## src/sv/wrsi_pkg.sv

```systemverilog
// ----------------------------------------------------------------------------
// wrsi_pkg: shared types and constants of the Wilder RSI block
// Widths, fixed-point constants, the command and result structs passed
// between the top level and the arithmetic core, and the period clamp.
// ----------------------------------------------------------------------------
`default_nettype none

package wrsi_pkg;

  // Field widths
  localparam int PRICE_BITS = 32;
  localparam int FRAC_BITS  = 16;
  localparam int CFG_BITS   = 9;
  localparam int RSI_BITS   = 23;
  localparam int AVG_BITS   = 56;
  localparam int ACC_BITS   = 64;

  // Period limits
  localparam int MAX_PERIOD   = 256;
  localparam int PER_BITS     = $clog2(MAX_PERIOD) + 1;
  localparam int MR_BITS      = $clog2(MAX_PERIOD);
  localparam int REM_BITS     = $clog2(MAX_PERIOD);
  localparam int PERIOD_RESET = 14;

  // 100.0 in fixed point and its top set bit
  localparam int                HUNDRED_INT = 100 << FRAC_BITS;
  localparam logic [RSI_BITS-1:0] HUNDRED_FX = RSI_BITS'(HUNDRED_INT);
  localparam int                RATIO_TOP   = $clog2(HUNDRED_INT + 1) - 1;

  // Command from the front end to the core
  typedef struct packed {
    logic                  restart;
    logic [PRICE_BITS-1:0] gain;
    logic [PRICE_BITS-1:0] loss;
    logic [PER_BITS-1:0]   period;
  } wrsi_cmd_t;

  // Result from the core
  typedef struct packed {
    logic [RSI_BITS-1:0] rsi_value;
    logic                loss_flat;
  } wrsi_res_t;

  // Clamp the programmed period into 1..MAX_PERIOD
  function automatic logic [PER_BITS-1:0] period_in_use(input logic [CFG_BITS-1:0] v);
    logic [PER_BITS-1:0] p;
    if (v == '0) begin
      p = PER_BITS'(1);
    end else if (32'(v) > MAX_PERIOD) begin
      p = PER_BITS'(MAX_PERIOD);
    end else begin
      p = PER_BITS'(v);
    end
    return p;
  endfunction

endpackage

`default_nettype wire

```

## src/sv/wrsi_ifs.sv

```systemverilog
// ----------------------------------------------------------------------------
// wrsi_ifs: valid/ready channel interfaces of the Wilder RSI block
// Price input, period configuration and RSI result channels.
// ----------------------------------------------------------------------------
`default_nettype none

// Price samples
interface wrsi_in_if;
  logic                            valid;
  logic                            ready;
  logic [wrsi_pkg::PRICE_BITS-1:0] price;
  logic                            series_start;

  modport source (output valid, output price, output series_start, input ready);
  modport sink   (input valid, input price, input series_start, output ready);
endinterface

// Smoothing period writes
interface wrsi_cfg_if;
  logic                          valid;
  logic                          ready;
  logic [wrsi_pkg::CFG_BITS-1:0] smoothing_period;

  modport source (output valid, output smoothing_period, input ready);
  modport sink   (input valid, input smoothing_period, output ready);
endinterface

// RSI results
interface wrsi_out_if;
  logic                          valid;
  logic                          ready;
  logic [wrsi_pkg::RSI_BITS-1:0] rsi_value;
  logic                          loss_flat;

  modport source (output valid, output rsi_value, output loss_flat, input ready);
  modport sink   (input valid, input rsi_value, input loss_flat, output ready);
endinterface

`default_nettype wire

```

## src/sv/wilder_rsi.sv

```systemverilog
// ----------------------------------------------------------------------------
// wilder_rsi: streaming relative strength index with Wilder smoothing
// Splits each price change into gain and loss, hands it to the arithmetic
// core and registers the RSI result toward the output channel.
// ----------------------------------------------------------------------------
// Sequence: a series start or first price clears the count and averages;
//   a change inside the summing window adds its gain and loss to the sums; a
//   change that yields an RSI goes through two period divisions, two multiplies
//   and, unless the loss average is zero, the RSI long division.
// Throughput: one transaction at a time; the next is taken when the core is idle.
// Reset: period returns to 14 and the price history is dropped.
`default_nettype none

module wilder_rsi (
  input logic         clk_i,
  input logic         rst_ni,
  wrsi_in_if.sink     in_i,
  wrsi_cfg_if.sink    cfg_i,
  wrsi_out_if.source  out_o
);
  import wrsi_pkg::*;

  // Period register
  logic [CFG_BITS-1:0] period_q;

  assign cfg_i.ready = 1'b1;

  always_ff @(posedge clk_i or negedge rst_ni) begin
    if (!rst_ni) begin
      period_q <= CFG_BITS'(PERIOD_RESET);
    end else if (cfg_i.valid) begin
      period_q <= cfg_i.smoothing_period;
    end
  end

  // Price history
  logic [PRICE_BITS-1:0] last_price_q;
  logic                  have_price_q;
  logic                  in_fire;
  logic                  cmd_ready;
  wrsi_cmd_t             cmd;
  logic                  price_up, price_down;

  assign in_i.ready = cmd_ready;
  assign in_fire    = in_i.valid && cmd_ready;

  always_ff @(posedge clk_i or negedge rst_ni) begin
    if (!rst_ni) begin
      have_price_q <= 1'b0;
    end else if (in_fire) begin
      have_price_q <= 1'b1;
    end
  end

  always_ff @(posedge clk_i) begin
    if (in_fire) begin
      last_price_q <= in_i.price;
    end
  end

  // Gain and loss of this change
  assign price_up    = (in_i.price > last_price_q);
  assign price_down  = (in_i.price < last_price_q);
  assign cmd.restart = in_i.series_start || !have_price_q;
  assign cmd.gain    = price_up ? (in_i.price - last_price_q) : '0;
  assign cmd.loss    = price_down ? (last_price_q - in_i.price) : '0;
  assign cmd.period  = period_in_use(period_q);

  // Arithmetic core
  logic      res_valid, res_ready;
  wrsi_res_t res;

  wrsi_core u_core (
    .clk_i       (clk_i),
    .rst_ni      (rst_ni),
    .cmd_valid_i (in_i.valid),
    .cmd_ready_o (cmd_ready),
    .cmd_i       (cmd),
    .res_valid_o (res_valid),
    .res_ready_i (res_ready),
    .res_o       (res)
  );

  // Output register
  logic      out_valid_q;
  wrsi_res_t out_q;

  assign res_ready = !out_valid_q || out_o.ready;

  always_ff @(posedge clk_i or negedge rst_ni) begin
    if (!rst_ni) begin
      out_valid_q <= 1'b0;
    end else if (res_ready) begin
      out_valid_q <= res_valid;
    end
  end

  always_ff @(posedge clk_i) begin
    if (res_ready && res_valid) begin
      out_q <= res;
    end
  end

  assign out_o.valid     = out_valid_q;
  assign out_o.rsi_value = out_q.rsi_value;
  assign out_o.loss_flat = out_q.loss_flat;

endmodule

`default_nettype wire

```

## src/sv/wrsi_core.sv

```systemverilog
// ----------------------------------------------------------------------------
// wrsi_core: sequenced arithmetic of the Wilder RSI
// Keeps the change count and both averages. One shared 64-bit add/subtract
// unit does the shift-add multiply by (period-1) and the RSI long division;
// a radix-16 step unit divides the smoothed sums by the period.
// ----------------------------------------------------------------------------
`default_nettype none

module wrsi_core (
  input  logic                clk_i,
  input  logic                rst_ni,
  input  logic                cmd_valid_i,
  output logic                cmd_ready_o,
  input  wrsi_pkg::wrsi_cmd_t cmd_i,
  output logic                res_valid_o,
  input  logic                res_ready_i,
  output wrsi_pkg::wrsi_res_t res_o
);
  import wrsi_pkg::*;

  localparam int DIV_RADIX = 4;
  localparam int DIV_STEPS = ACC_BITS / DIV_RADIX;
  localparam int STEP_BITS = $clog2(DIV_STEPS);
  localparam int BI_BITS   = $clog2(RATIO_TOP + 1);
  localparam int DEN_BITS  = AVG_BITS + 1;
  localparam int RR_BITS   = AVG_BITS + 2;
  localparam int CNT_BITS  = PER_BITS;

  typedef enum logic [2:0] {
    S_IDLE, S_MUL, S_DIV, S_SUM, S_RA, S_RB1, S_RB2, S_OUT
  } state_e;

  state_e state_q, state_d;

  logic [CNT_BITS-1:0]   cnt_q, cnt_d;
  logic [AVG_BITS-1:0]   gavg_q, gavg_d, lavg_q, lavg_d;
  logic [PRICE_BITS-1:0] loss_q, loss_d;
  logic [PER_BITS-1:0]   per_q, per_d;
  logic                  sum_q, sum_d, fin_q, fin_d, side_q, side_d;
  logic [ACC_BITS-1:0]   acc_q, acc_d, mc_q, mc_d, dv_q, dv_d;
  logic [MR_BITS-1:0]    mr_q, mr_d;
  logic [REM_BITS-1:0]   rem_q, rem_d;
  logic [STEP_BITS-1:0]  step_q, step_d;
  logic [DEN_BITS-1:0]   den_q, den_d;
  logic [RR_BITS-1:0]    rr_q, rr_d;
  logic [RSI_BITS-1:0]   qt_q, qt_d;
  logic [BI_BITS-1:0]    bi_q, bi_d;
  logic                  flat_q, flat_d;

  // Shared add/subtract unit
  logic [ACC_BITS-1:0] add_a, add_b;
  logic                add_sub;
  logic [ACC_BITS:0]   add_res;
  logic                add_ge;

  always_comb begin
    add_a   = '0;
    add_b   = '0;
    add_sub = 1'b0;
    case (state_q)
      S_MUL: begin
        add_a = acc_q;
        add_b = mr_q[0] ? mc_q : '0;
      end
      S_SUM: begin
        add_a = ACC_BITS'(gavg_q);
        add_b = ACC_BITS'(lavg_q);
      end
      S_RA: begin
        add_a   = ACC_BITS'({rr_q[RR_BITS-2:0], 1'b0});
        add_b   = ACC_BITS'(den_q);
        add_sub = 1'b1;
      end
      S_RB1: begin
        add_a = ACC_BITS'(rr_q);
        add_b = ACC_BITS'(gavg_q);
      end
      S_RB2: begin
        add_a   = ACC_BITS'(rr_q);
        add_b   = ACC_BITS'(den_q);
        add_sub = 1'b1;
      end
      default: begin
        add_a = '0;
      end
    endcase
  end

  assign add_res = {1'b0, add_a} + {1'b0, add_b ^ {ACC_BITS{add_sub}}}
                 + (ACC_BITS+1)'(add_sub);
  assign add_ge  = add_res[ACC_BITS];

  // Radix-16 restoring divide step by the period
  logic [REM_BITS-1:0] div_rem;
  logic [ACC_BITS-1:0] div_dv;
  logic [PER_BITS-1:0] div_t;
  logic                div_ge;

  always_comb begin
    div_rem = rem_q;
    div_dv  = dv_q;
    div_t   = '0;
    div_ge  = 1'b0;
    for (int k = 0; k < DIV_RADIX; k++) begin
      div_t  = {div_rem, div_dv[ACC_BITS-1]};
      div_ge = (div_t >= per_q);
      if (div_ge) begin
        div_t = div_t - per_q;
      end
      div_rem = div_t[REM_BITS-1:0];
      div_dv  = {div_dv[ACC_BITS-2:0], div_ge};
    end
  end

  // Helpers for the sequencer
  logic                summing_w, mul_last;
  logic [CNT_BITS-1:0] cnt_inc;
  logic [MR_BITS-1:0]  mr_load_cmd, mr_load;
  logic [ACC_BITS-1:0] loss_acc;
  logic [AVG_BITS-1:0] mul_sum, quot;

  assign summing_w   = (cnt_q < cmd_i.period);
  assign cnt_inc     = cnt_q + CNT_BITS'(1);
  assign mr_load_cmd = summing_w ? MR_BITS'(1) : MR_BITS'(cmd_i.period - PER_BITS'(1));
  assign mr_load     = sum_q ? MR_BITS'(1) : MR_BITS'(per_q - PER_BITS'(1));
  assign loss_acc    = ACC_BITS'({loss_q, {FRAC_BITS{1'b0}}});
  assign mul_last    = (mr_q[MR_BITS-1:1] == '0);
  assign mul_sum     = add_res[AVG_BITS-1:0];
  assign quot        = div_dv[AVG_BITS-1:0];

  // Sequencer
  always_comb begin
    state_d = state_q;
    cnt_d   = cnt_q;
    gavg_d  = gavg_q;
    lavg_d  = lavg_q;
    loss_d  = loss_q;
    per_d   = per_q;
    sum_d   = sum_q;
    fin_d   = fin_q;
    side_d  = side_q;
    acc_d   = acc_q;
    mc_d    = mc_q;
    mr_d    = mr_q;
    dv_d    = dv_q;
    rem_d   = rem_q;
    step_d  = step_q;
    den_d   = den_q;
    rr_d    = rr_q;
    qt_d    = qt_q;
    bi_d    = bi_q;
    flat_d  = flat_q;
    case (state_q)
      S_IDLE: begin
        if (cmd_valid_i) begin
          if (cmd_i.restart) begin
            cnt_d  = '0;
            gavg_d = '0;
            lavg_d = '0;
          end else begin
            loss_d  = cmd_i.loss;
            per_d   = cmd_i.period;
            sum_d   = summing_w;
            fin_d   = !summing_w || (cnt_inc >= cmd_i.period);
            if (summing_w) begin
              cnt_d = cnt_inc;
            end
            side_d  = 1'b0;
            acc_d   = ACC_BITS'({cmd_i.gain, {FRAC_BITS{1'b0}}});
            mc_d    = ACC_BITS'(gavg_q);
            mr_d    = mr_load_cmd;
            state_d = S_MUL;
          end
        end
      end
      // avg*m + x, one multiplier bit per cycle
      S_MUL: begin
        acc_d = add_res[ACC_BITS-1:0];
        mc_d  = {mc_q[ACC_BITS-2:0], 1'b0};
        mr_d  = mr_q >> 1;
        if (mul_last) begin
          rem_d  = '0;
          step_d = '0;
          if (sum_q) begin
            if (side_q) begin
              lavg_d = mul_sum;
            end else begin
              gavg_d = mul_sum;
            end
            dv_d = ACC_BITS'(mul_sum);
            if (fin_q) begin
              state_d = S_DIV;
            end else if (!side_q) begin
              side_d  = 1'b1;
              acc_d   = loss_acc;
              mc_d    = ACC_BITS'(lavg_q);
              mr_d    = mr_load;
              state_d = S_MUL;
            end else begin
              state_d = S_IDLE;
            end
          end else begin
            dv_d    = add_res[ACC_BITS-1:0];
            state_d = S_DIV;
          end
        end
      end
      // Divide by the period, four quotient bits per cycle
      S_DIV: begin
        dv_d   = div_dv;
        rem_d  = div_rem;
        step_d = step_q + STEP_BITS'(1);
        if (step_q == STEP_BITS'(DIV_STEPS - 1)) begin
          if (!side_q) begin
            gavg_d  = quot;
            side_d  = 1'b1;
            acc_d   = loss_acc;
            mc_d    = ACC_BITS'(lavg_q);
            mr_d    = mr_load;
            state_d = S_MUL;
          end else begin
            lavg_d  = quot;
            state_d = S_SUM;
          end
        end
      end
      // Denominator g+l, or the flat-loss shortcut
      S_SUM: begin
        if (lavg_q == '0) begin
          qt_d    = HUNDRED_FX;
          flat_d  = 1'b1;
          state_d = S_OUT;
        end else begin
          den_d   = add_res[DEN_BITS-1:0];
          rr_d    = '0;
          qt_d    = '0;
          flat_d  = 1'b0;
          bi_d    = BI_BITS'(RATIO_TOP);
          state_d = S_RA;
        end
      end
      // Long division step: shift remainder, compare-subtract
      S_RA: begin
        rr_d = add_ge ? add_res[RR_BITS-1:0] : {rr_q[RR_BITS-2:0], 1'b0};
        qt_d = {qt_q[RSI_BITS-2:0], add_ge};
        if (HUNDRED_FX[bi_q]) begin
          state_d = S_RB1;
        end else if (bi_q == '0) begin
          state_d = S_OUT;
        end else begin
          bi_d = bi_q - BI_BITS'(1);
        end
      end
      // Multiplicand bit set: add the gain average
      S_RB1: begin
        rr_d    = add_res[RR_BITS-1:0];
        state_d = S_RB2;
      end
      S_RB2: begin
        if (add_ge) begin
          rr_d = add_res[RR_BITS-1:0];
          qt_d = qt_q + RSI_BITS'(1);
        end
        if (bi_q == '0) begin
          state_d = S_OUT;
        end else begin
          bi_d    = bi_q - BI_BITS'(1);
          state_d = S_RA;
        end
      end
      S_OUT: begin
        if (res_ready_i) begin
          state_d = S_IDLE;
        end
      end
      default: begin
        state_d = S_IDLE;
      end
    endcase
  end

  // State, datapath and result registers
  always_ff @(posedge clk_i or negedge rst_ni) begin
    if (!rst_ni) begin
      state_q <= S_IDLE;
      cnt_q   <= '0;
      side_q  <= 1'b0;
      sum_q   <= 1'b0;
      fin_q   <= 1'b0;
      step_q  <= '0;
      bi_q    <= '0;
      gavg_q  <= '0;
      lavg_q  <= '0;
      loss_q  <= '0;
      per_q   <= '0;
      acc_q   <= '0;
      mc_q    <= '0;
      mr_q    <= '0;
      dv_q    <= '0;
      rem_q   <= '0;
      den_q   <= '0;
      rr_q    <= '0;
      qt_q    <= '0;
      flat_q  <= 1'b0;
    end else begin
      state_q <= state_d;
      cnt_q   <= cnt_d;
      side_q  <= side_d;
      sum_q   <= sum_d;
      fin_q   <= fin_d;
      step_q  <= step_d;
      bi_q    <= bi_d;
      gavg_q  <= gavg_d;
      lavg_q  <= lavg_d;
      loss_q  <= loss_d;
      per_q   <= per_d;
      acc_q   <= acc_d;
      mc_q    <= mc_d;
      mr_q    <= mr_d;
      dv_q    <= dv_d;
      rem_q   <= rem_d;
      den_q   <= den_d;
      rr_q    <= rr_d;
      qt_q    <= qt_d;
      flat_q  <= flat_d;
    end
  end

  assign cmd_ready_o     = (state_q == S_IDLE);
  assign res_valid_o     = (state_q == S_OUT);
  assign res_o.rsi_value = qt_q;
  assign res_o.loss_flat = flat_q;

  // Checks
  a_rem_bound: assert property (@(posedge clk_i) disable iff (!rst_ni)
    state_q == S_DIV |-> PER_BITS'(rem_q) < per_q)
    else $error("divider remainder not below period");

  a_ratio_bound: assert property (@(posedge clk_i) disable iff (!rst_ni)
    state_q == S_RA |-> rr_q < RR_BITS'(den_q))
    else $error("RSI remainder not below denominator");

  a_cnt_bound: assert property (@(posedge clk_i) disable iff (!rst_ni)
    cnt_q <= CNT_BITS'(MAX_PERIOD))
    else $error("change count beyond maximum period");

  a_rsi_bound: assert property (@(posedge clk_i) disable iff (!rst_ni)
    state_q == S_OUT |-> qt_q <= HUNDRED_FX)
    else $error("RSI above 100");

  a_flat_loss: assert property (@(posedge clk_i) disable iff (!rst_ni)
    state_q == S_OUT && flat_q |-> lavg_q == '0)
    else $error("flat flag with nonzero loss average");

endmodule

`default_nettype wire

```

## src/flat_wrapper.sv

```systemverilog
// flat-port wrapper written by rule: the top's interface ports become plain ports
module wilder_rsi_flat import wrsi_pkg::*;
  (clk_i, rst_ni, in_i_valid, in_i_price, in_i_series_start, in_i_ready, cfg_i_valid, cfg_i_smoothing_period, cfg_i_ready, out_o_valid, out_o_rsi_value, out_o_loss_flat, out_o_ready);
  wrsi_in_if in_i_i ();
  wrsi_cfg_if cfg_i_i ();
  wrsi_out_if out_o_i ();
  input logic clk_i;
  input logic rst_ni;
  input wire logic [$bits(in_i_i.valid)-1:0] in_i_valid;
  input wire logic [$bits(in_i_i.price)-1:0] in_i_price;
  input wire logic [$bits(in_i_i.series_start)-1:0] in_i_series_start;
  output wire logic [$bits(in_i_i.ready)-1:0] in_i_ready;
  input wire logic [$bits(cfg_i_i.valid)-1:0] cfg_i_valid;
  input wire logic [$bits(cfg_i_i.smoothing_period)-1:0] cfg_i_smoothing_period;
  output wire logic [$bits(cfg_i_i.ready)-1:0] cfg_i_ready;
  output wire logic [$bits(out_o_i.valid)-1:0] out_o_valid;
  output wire logic [$bits(out_o_i.rsi_value)-1:0] out_o_rsi_value;
  output wire logic [$bits(out_o_i.loss_flat)-1:0] out_o_loss_flat;
  input wire logic [$bits(out_o_i.ready)-1:0] out_o_ready;
  assign in_i_i.valid = in_i_valid;
  assign in_i_i.price = in_i_price;
  assign in_i_i.series_start = in_i_series_start;
  assign in_i_ready = in_i_i.ready;
  assign cfg_i_i.valid = cfg_i_valid;
  assign cfg_i_i.smoothing_period = cfg_i_smoothing_period;
  assign cfg_i_ready = cfg_i_i.ready;
  assign out_o_valid = out_o_i.valid;
  assign out_o_rsi_value = out_o_i.rsi_value;
  assign out_o_loss_flat = out_o_i.loss_flat;
  assign out_o_i.ready = out_o_ready;
  wilder_rsi u_core (.clk_i(clk_i), .rst_ni(rst_ni), .in_i(in_i_i), .cfg_i(cfg_i_i), .out_o(out_o_i));
endmodule
```

## config.mk

```make
export PLATFORM = sky130hd
export DESIGN_NAME = wilder_rsi_flat
export DESIGN_NICKNAME = d
export VERILOG_FILES = /design/src/sv/wrsi_pkg.sv /design/src/sv/wrsi_ifs.sv /design/src/sv/wilder_rsi.sv /design/src/sv/wrsi_core.sv /design/src/flat_wrapper.sv
export SDC_FILE = /design/constraint.sdc
export NUM_CORES = 2
export LEC_CHECK = 0
export BUFFER_PORTS_ARGS = -buffer_cell sky130_fd_sc_hd__buf_2
export CAP_MARGIN = 20
export CORE_ASPECT_RATIO = 0.6
export CORE_MARGIN = 2
export CORE_UTILIZATION = 25
export DETAILED_ROUTE_END_ITERATION = 16
export PLACE_DENSITY_LB_ADDON = 0.1
export SYNTH_ARGS = -nofsm -noshare
export SYNTH_HDL_FRONTEND = slang
export SYNTH_SLANG_ARGS = --single-unit
```

## constraint.sdc

```tcl
create_clock -name clk_i -period 23.1 [get_ports clk_i]
set_clock_uncertainty 0.05 [all_clocks]
set_input_delay 4.62 -clock clk_i [delete_from_list [all_inputs] [get_ports clk_i]]
set_output_delay 4.62 -clock clk_i [all_outputs]
set_load 0.005 [all_outputs]
```

Yosys cells after proc, flatten, opt, wreduce, memory -nomap -nowiden
Memories as Yosys holds them, arrays and structs flattened.
Cells that the tools add are included.

storage, ports and cells
  memories = 1
  register bits after elaboration = 591
  input bits = 47
  logic and storage cells = 208
  bits in latches = 0
  memory bits (read-only) = 32
  bits in writable memories = 0

operators by class
  shift-type cells = 0
  mux-type cells = 98
  $lt $le $gt $ge = 10
  reduce and logical (&&, ||, !) cells = 32
  bitwise operators = 3
  divide/modulo/power cells = 0
  equality and inequality tests = 24
  multiply operators = 0
  $add $sub $neg = 14

memory list
  name             words  bits a word  rd ports  clocked after memory_dff  wr ports  line              text
  (no name shown)  32     1            1         0                         0         wrsi_core.sv:246  if (HUNDRED_FX[bi_q]) begin

operators with widths
  cell                                       number
  64-bit two-way mux                         19
  56-bit two-way mux                         12
  64-bit case mux with 4 select lines        2
  64-bit case mux with 3 select lines        2
  56-bit case mux with 3 select lines        2
  58-bit case mux with 4 select lines        1
  58-bit two-way mux                         3
  64-bit case mux with 2 select lines        1
  8-bit two-way mux                          15
  23-bit case mux with 3 select lines        1
  64-bit by 64-bit adder with 65-bit output  1
  65-bit by 1-bit adder with 65-bit output   1
  32-bit two-way mux                         2
  32-bit subtractor                          2
  64-bit XOR                                 1
  56-bit logical NOT                         1
  23-bit two-way mux                         2
  9-bit >= comparator                        5
  9-bit two-way mux                          4
  32-bit greater-than comparator             1
  32-bit less-than comparator                1
  8-bit subtractor                           4
  2-bit != test, second input constant       15
  3-bit two-way mux                          8
  other kinds (41)                           75

Longest topological paths before layout
  word-level depth = 11
  depth in mapped cells = 43

Cells and area by module
Synthesis repeated with hierarchy kept, for this count alone.

second synthesis, totals
  cells, all modules = 4493
  area, all modules = 39542.9 sq um

by module, submodules not included
  module      seq. area each (sq um)  cells an instance  area an instance (sq um)  times used
  wrsi_core   13112.6                 3753               33256.9                   1
  wilder_rsi  1960.6                  740                6286.0                    1

Worst setup path before layout
No wires, ideal clock.

  path type = register to register
  start = register u_core.u_core.per_q[1]
  end = register u_core.u_core.dv_q[0]
  path buffers = 2
  setup slack = 14.789 ns
  cell stages (with the launch flop) = 44
  data arrival time = 8.124 ns
  data required time = 22.913 ns
  cell sequence = dfrtp_1 -> inv_1 -> ha_1 -> nor2b_1 -> o21a_1 -> o21ai_0 -> a21oi_1 -> nand4_1 -> and4b_1 -> clkbuf_1 -> mux2_2 -> inv_1 -> ha_1 -> nor2b_1 -> o21ai_0 -> a21oi_1 -> o21ai_0 -> a21boi_0 -> (+8 left out) -> o21ai_0 -> nand2b_1 -> a31oi_1 -> a21oi_1 -> mux2_2 -> inv_1 -> ha_1 -> nor2b_1 -> o21ai_0 -> a21boi_0 -> o21ai_0 -> nand2b_1 -> a21o_1 -> a211o_1 -> clkbuf_1 -> or2_2 -> o21ai_0 -> a21oi_1

on the way
  longest elaborated chain between the ends = 8

ends and longest elaborated chain
  item                                                     line                                text
  from (decl)                                              wrsi_core.sv:38                     logic [PER_BITS-1:0] per_q, per_d;
  from (signal assigned)                                   wrsi_core.sv:316                    per_q <= per_d;
  8-bit subtractor or 9-bit >= comparator (tied branches)  wrsi_core.sv:108, wrsi_core.sv:106
  8-bit two-way mux                                        wrsi_core.sv:107                    if (div_ge) begin
  8-bit subtractor or 9-bit >= comparator (tied branches)  wrsi_core.sv:108, wrsi_core.sv:106
  8-bit two-way mux                                        wrsi_core.sv:107
  8-bit subtractor or 9-bit >= comparator (tied branches)  wrsi_core.sv:108, wrsi_core.sv:106
  8-bit two-way mux                                        wrsi_core.sv:107
  9-bit >= comparator *                                    wrsi_core.sv:106                    div_ge = (div_t >= per_q);
  64-bit case mux with 2 select lines *                    wrsi_core.sv:153                    case (state_q)
  to (signal assigned)                                     wrsi_core.sv:320                    dv_q <= dv_d;
  to (decl)                                                wrsi_core.sv:40                     logic [ACC_BITS-1:0] acc_q, acc_d, mc_q, mc_d, dv_q, dv_d;

Mark *: on every way between the ends. The rest lies on a longest branch, timed or not.
A chain may end at the register's enable or synchronous reset.

Final worst setup path
  start = register u_core.u_core.per_q[1]
  end = register u_core.u_core.rem_q[3]

on the way
  longest elaborated chain between the ends = 9

ends and longest elaborated chain
  item                                                     line                                text
  8-bit subtractor or 9-bit >= comparator (tied branches)  wrsi_core.sv:108, wrsi_core.sv:106
  8-bit two-way mux                                        wrsi_core.sv:107
  8-bit subtractor or 9-bit >= comparator (tied branches)  wrsi_core.sv:108, wrsi_core.sv:106
  8-bit two-way mux                                        wrsi_core.sv:107
  9-bit >= comparator or 8-bit subtractor (tied branches)  wrsi_core.sv:106, wrsi_core.sv:108
  8-bit two-way mux                                        wrsi_core.sv:107
  8-bit subtractor or 9-bit >= comparator (tied branches)  wrsi_core.sv:108, wrsi_core.sv:106
  8-bit two-way mux *                                      wrsi_core.sv:107
  8-bit case mux with 2 select lines *                     wrsi_core.sv:153
  to (signal assigned)                                     wrsi_core.sv:321                    rem_q <= rem_d;
  to (decl)                                                wrsi_core.sv:42                     logic [REM_BITS-1:0] rem_q, rem_d;

Marked as above.

==> flow_metrics.tcl <==
set metrics [dict create \
    grt_pass1_vias 32700 \
    fmax_mhz 104 \
    io_pins 74 \
    nNetsFinal 4523 \
    ant_nets 0 \
    cts_buffers 71 \
    status "finished clean" \
    synth_edf_count 56 \
    dieArea_um2 155000 \
    die_h_um 306 \
    drv_slew 0 \
    drc 0 \
    min_path_type "reg2reg" \
    ys_async_sr_fraction 0.905 \
    seqCellArea_um2 15100 \
    crit_type "reg2reg" \
    antenna_found_initial 2 \
    grt_max_degree 147 \
    drt_pass1_iterations 6 \
    ys_seq_elements 591 \
    layout-drive-gt1-share 0.0950 \
    cts_sinks 591 \
    synth_area_leader_cell "dfrtp_1" \
    final_cell_mix "nand2_1, dfrtp_1, o21ai_0" \
    synthTopCellsByArea "dfrtp_1, nand2_1, ha_1" \
    grt_use_total 0.199 \
    critPathCaptureType "flop" \
    maxSlewHeadroom 0.226 \
    cp_slowest_cell "dfrtp_1" \
    hold_viol_final 0 \
    ys.flop_type "dfrtp_1" \
    fin_tns_setup_ns 0 \
    dp_hpwl_mm 110 \
    clk_latency_ns 0.69 \
    setup_viol 0 \
    grt_overflow 0 \
    post_cts_resized 0 \
    final_common_cell "nand2_1" \
    fillerInstances 16100 \
    ctsHtreeMaxLevel 3 \
    area_growth_pct 12.7 \
    num_rows 110 \
    cts_hold_buf 0 \
    tritoncts "done" \
    port_buffers 72 \
    worstPathRequired_ns 23.66 \
    die_x_um 507 \
    period_minus_slack_ns 9.59 \
    clkSlewWorstSetupHoldPaths_ns 0.06 \
    initial_core_util 0.252 \
    clk_path_buf_depth 3 \
    period_share 0.415 \
    cpPeakStageDelay_ns 0.51 \
    syn_inst 4380 \
    drt-wirelength-per-cell_um 24.7 \
    multi_input_area_um2 21300 \
    yosysWarnings 0 \
    vias_per_cell 5.38 \
    yosysUniqueCellTypes 83 \
    synth_nets 4620 \
    arrival_ns 10.14 \
    cp_common_cell "o21ai_0" \
    syn_area_um2 37900 \
    drv_cap 0 \
    gp_congestion 0.878 \
    worst_slew_pin_slew_ns 1.16 \
    core_um2 150000 \
    yosysTopAreaCellShare 0.351 \
    num_vias 34200 \
    totalWireLength_mm 157 \
    grt_pass1_wl_mm 234 \
    drtIter0Drc 3426 \
    cp_max_fo 11 \
    rsz0062_at_grt "false" \
    syn_avg_cell_area_um2 8.65 \
    startpoint_type "flop" \
    post_cts_buffers 0 \
    synth_seq_area_share 0.398 \
    root_buffer "clkbuf_16" \
]
[synthesized netlist by cell type (11+ instances only)]
cell	number
clkbuf_1	288
inv_1	128
nor2b_1	30
a22oi_1	168
dfrtp_1	532
o31ai_1	80
o21a_1	39
nand2b_1	32
nor3_1	36
a221oi_1	134
xnor2_1	88
o22ai_1	14
mux2_2	97
nor2_1	335
edfxtp_1	56
buf_1	18
o211ai_1	13
and3_1	31
buf_2	11
nand4_1	48
xor2_1	68
a22o_1	63
nand2_1	712
o21ai_0	389
or2_2	11
a21oi_1	272
a222oi_1	54
nand3_1	37
a21boi_0	45
a21o_1	100
mux2i_1	11
ha_1	186
a31oi_1	57
nor4_1	27
o21bai_1	18
[area by class of cell]
type,instances,area share
flip-flops and latches,591,0.353
well taps,2016,0.0591
inverters,130,0.0115
diodes,3,0.000176
multi-input cells,3337,0.498
clock buffers,104,0.0476
clock inverters,21,0.00563
repair buffers,152,0.0243
[metrics by stage]
stage	hold WS [ns]	setup slack [ns]	std cells	area (um^2)	utilization
after global routing	0.441	12.57	6353	42700	0.284
after CTS	0.426	13.54	6348	42600	0.284
final	0.422	13.51	6354	42700	0.284
after global placement	0.405	13.57	6222	40400	0.269
after floorplan	0.369	14.79	4380	37900	-
after detailed placement	0.413	13.57	6223	40400	0.269
[worst max-delay path, delay by kind of cell (launching register included)]
| kind | cells | cell delay [ns] |
|---|---|---|
| buffers and inverters | 6 | 0.84 |
| adders and majority gates | 4 | 0.99 |
| AOI/OAI and AO/OA | 20 | 4.26 |
| muxes | 3 | 1.14 |
| DFF | 1 | 0.51 |
| and+or+nand+nor | 9 | 1.75 |
[layer usage]
metal	vias up	GRT usage	wire (um)
li1	15800	-	-
met3	109	0.0439	11000
met2	1006	0.253	58600
met5	-	0	0
met1	17200	0.332	85500
met4	0	0.0321	2070
[kinds of logic after synthesis]
logic type / share of synthesized area
AOI/OAI and AO/OA: 0.272
xor gates and xnor gates: 0.0361
muxes: 0.0317
other: 0.0000990
buffers and inverters: 0.0457
and+or+nand+nor: 0.151
adders and majority gates: 0.0651
DFF: 0.398
[path summary, 6_finish.rpt]
check                                             from                        to  slack, ns  cells past startpoint
worst max-delay path            u_core.u_core.per_q[1]    u_core.u_core.rem_q[3]      13.51                     42
worst min-delay path            u_core.u_core.dv_q[45]    u_core.u_core.dv_q[45]       0.42                      2
worst max register to register  u_core.u_core.per_q[1]    u_core.u_core.rem_q[3]      13.51                     42
worst min register to register  u_core.u_core.dv_q[45]    u_core.u_core.dv_q[45]       0.42                      2
max in group asynchronous                       rst_ni  u_core.u_core.state_q[1]      17.01                      3
min in group asynchronous                       rst_ni   u_core.u_core.loss_q[5]       3.88                      1
[sequential cells by signal, summed over array words and instances, names as in the netlist, 3 cells and up]
register                flops
u_core.u_core.rr_q         58
u_core.last_price_q        32
u_core.u_core.lavg_q       56
u_core.u_core.per_q         9
u_core.u_core.state_q       3
u_core.u_core.den_q        57
u_core.u_core.loss_q       32
u_core.u_core.dv_q         64
u_core.u_core.mr_q          8
u_core.u_core.acc_q        64
u_core.u_core.step_q        4
u_core.u_core.qt_q         23
u_core.period_q             9
u_core.u_core.bi_q          5
u_core.u_core.cnt_q         9
u_core.u_core.mc_q         64
u_core.out_o.rsi_value     23
u_core.u_core.rem_q         8
u_core.u_core.gavg_q       56
Power is not shown: default switching activity piles up to over one toggle a cycle in this logic, so the estimate is an artifact.
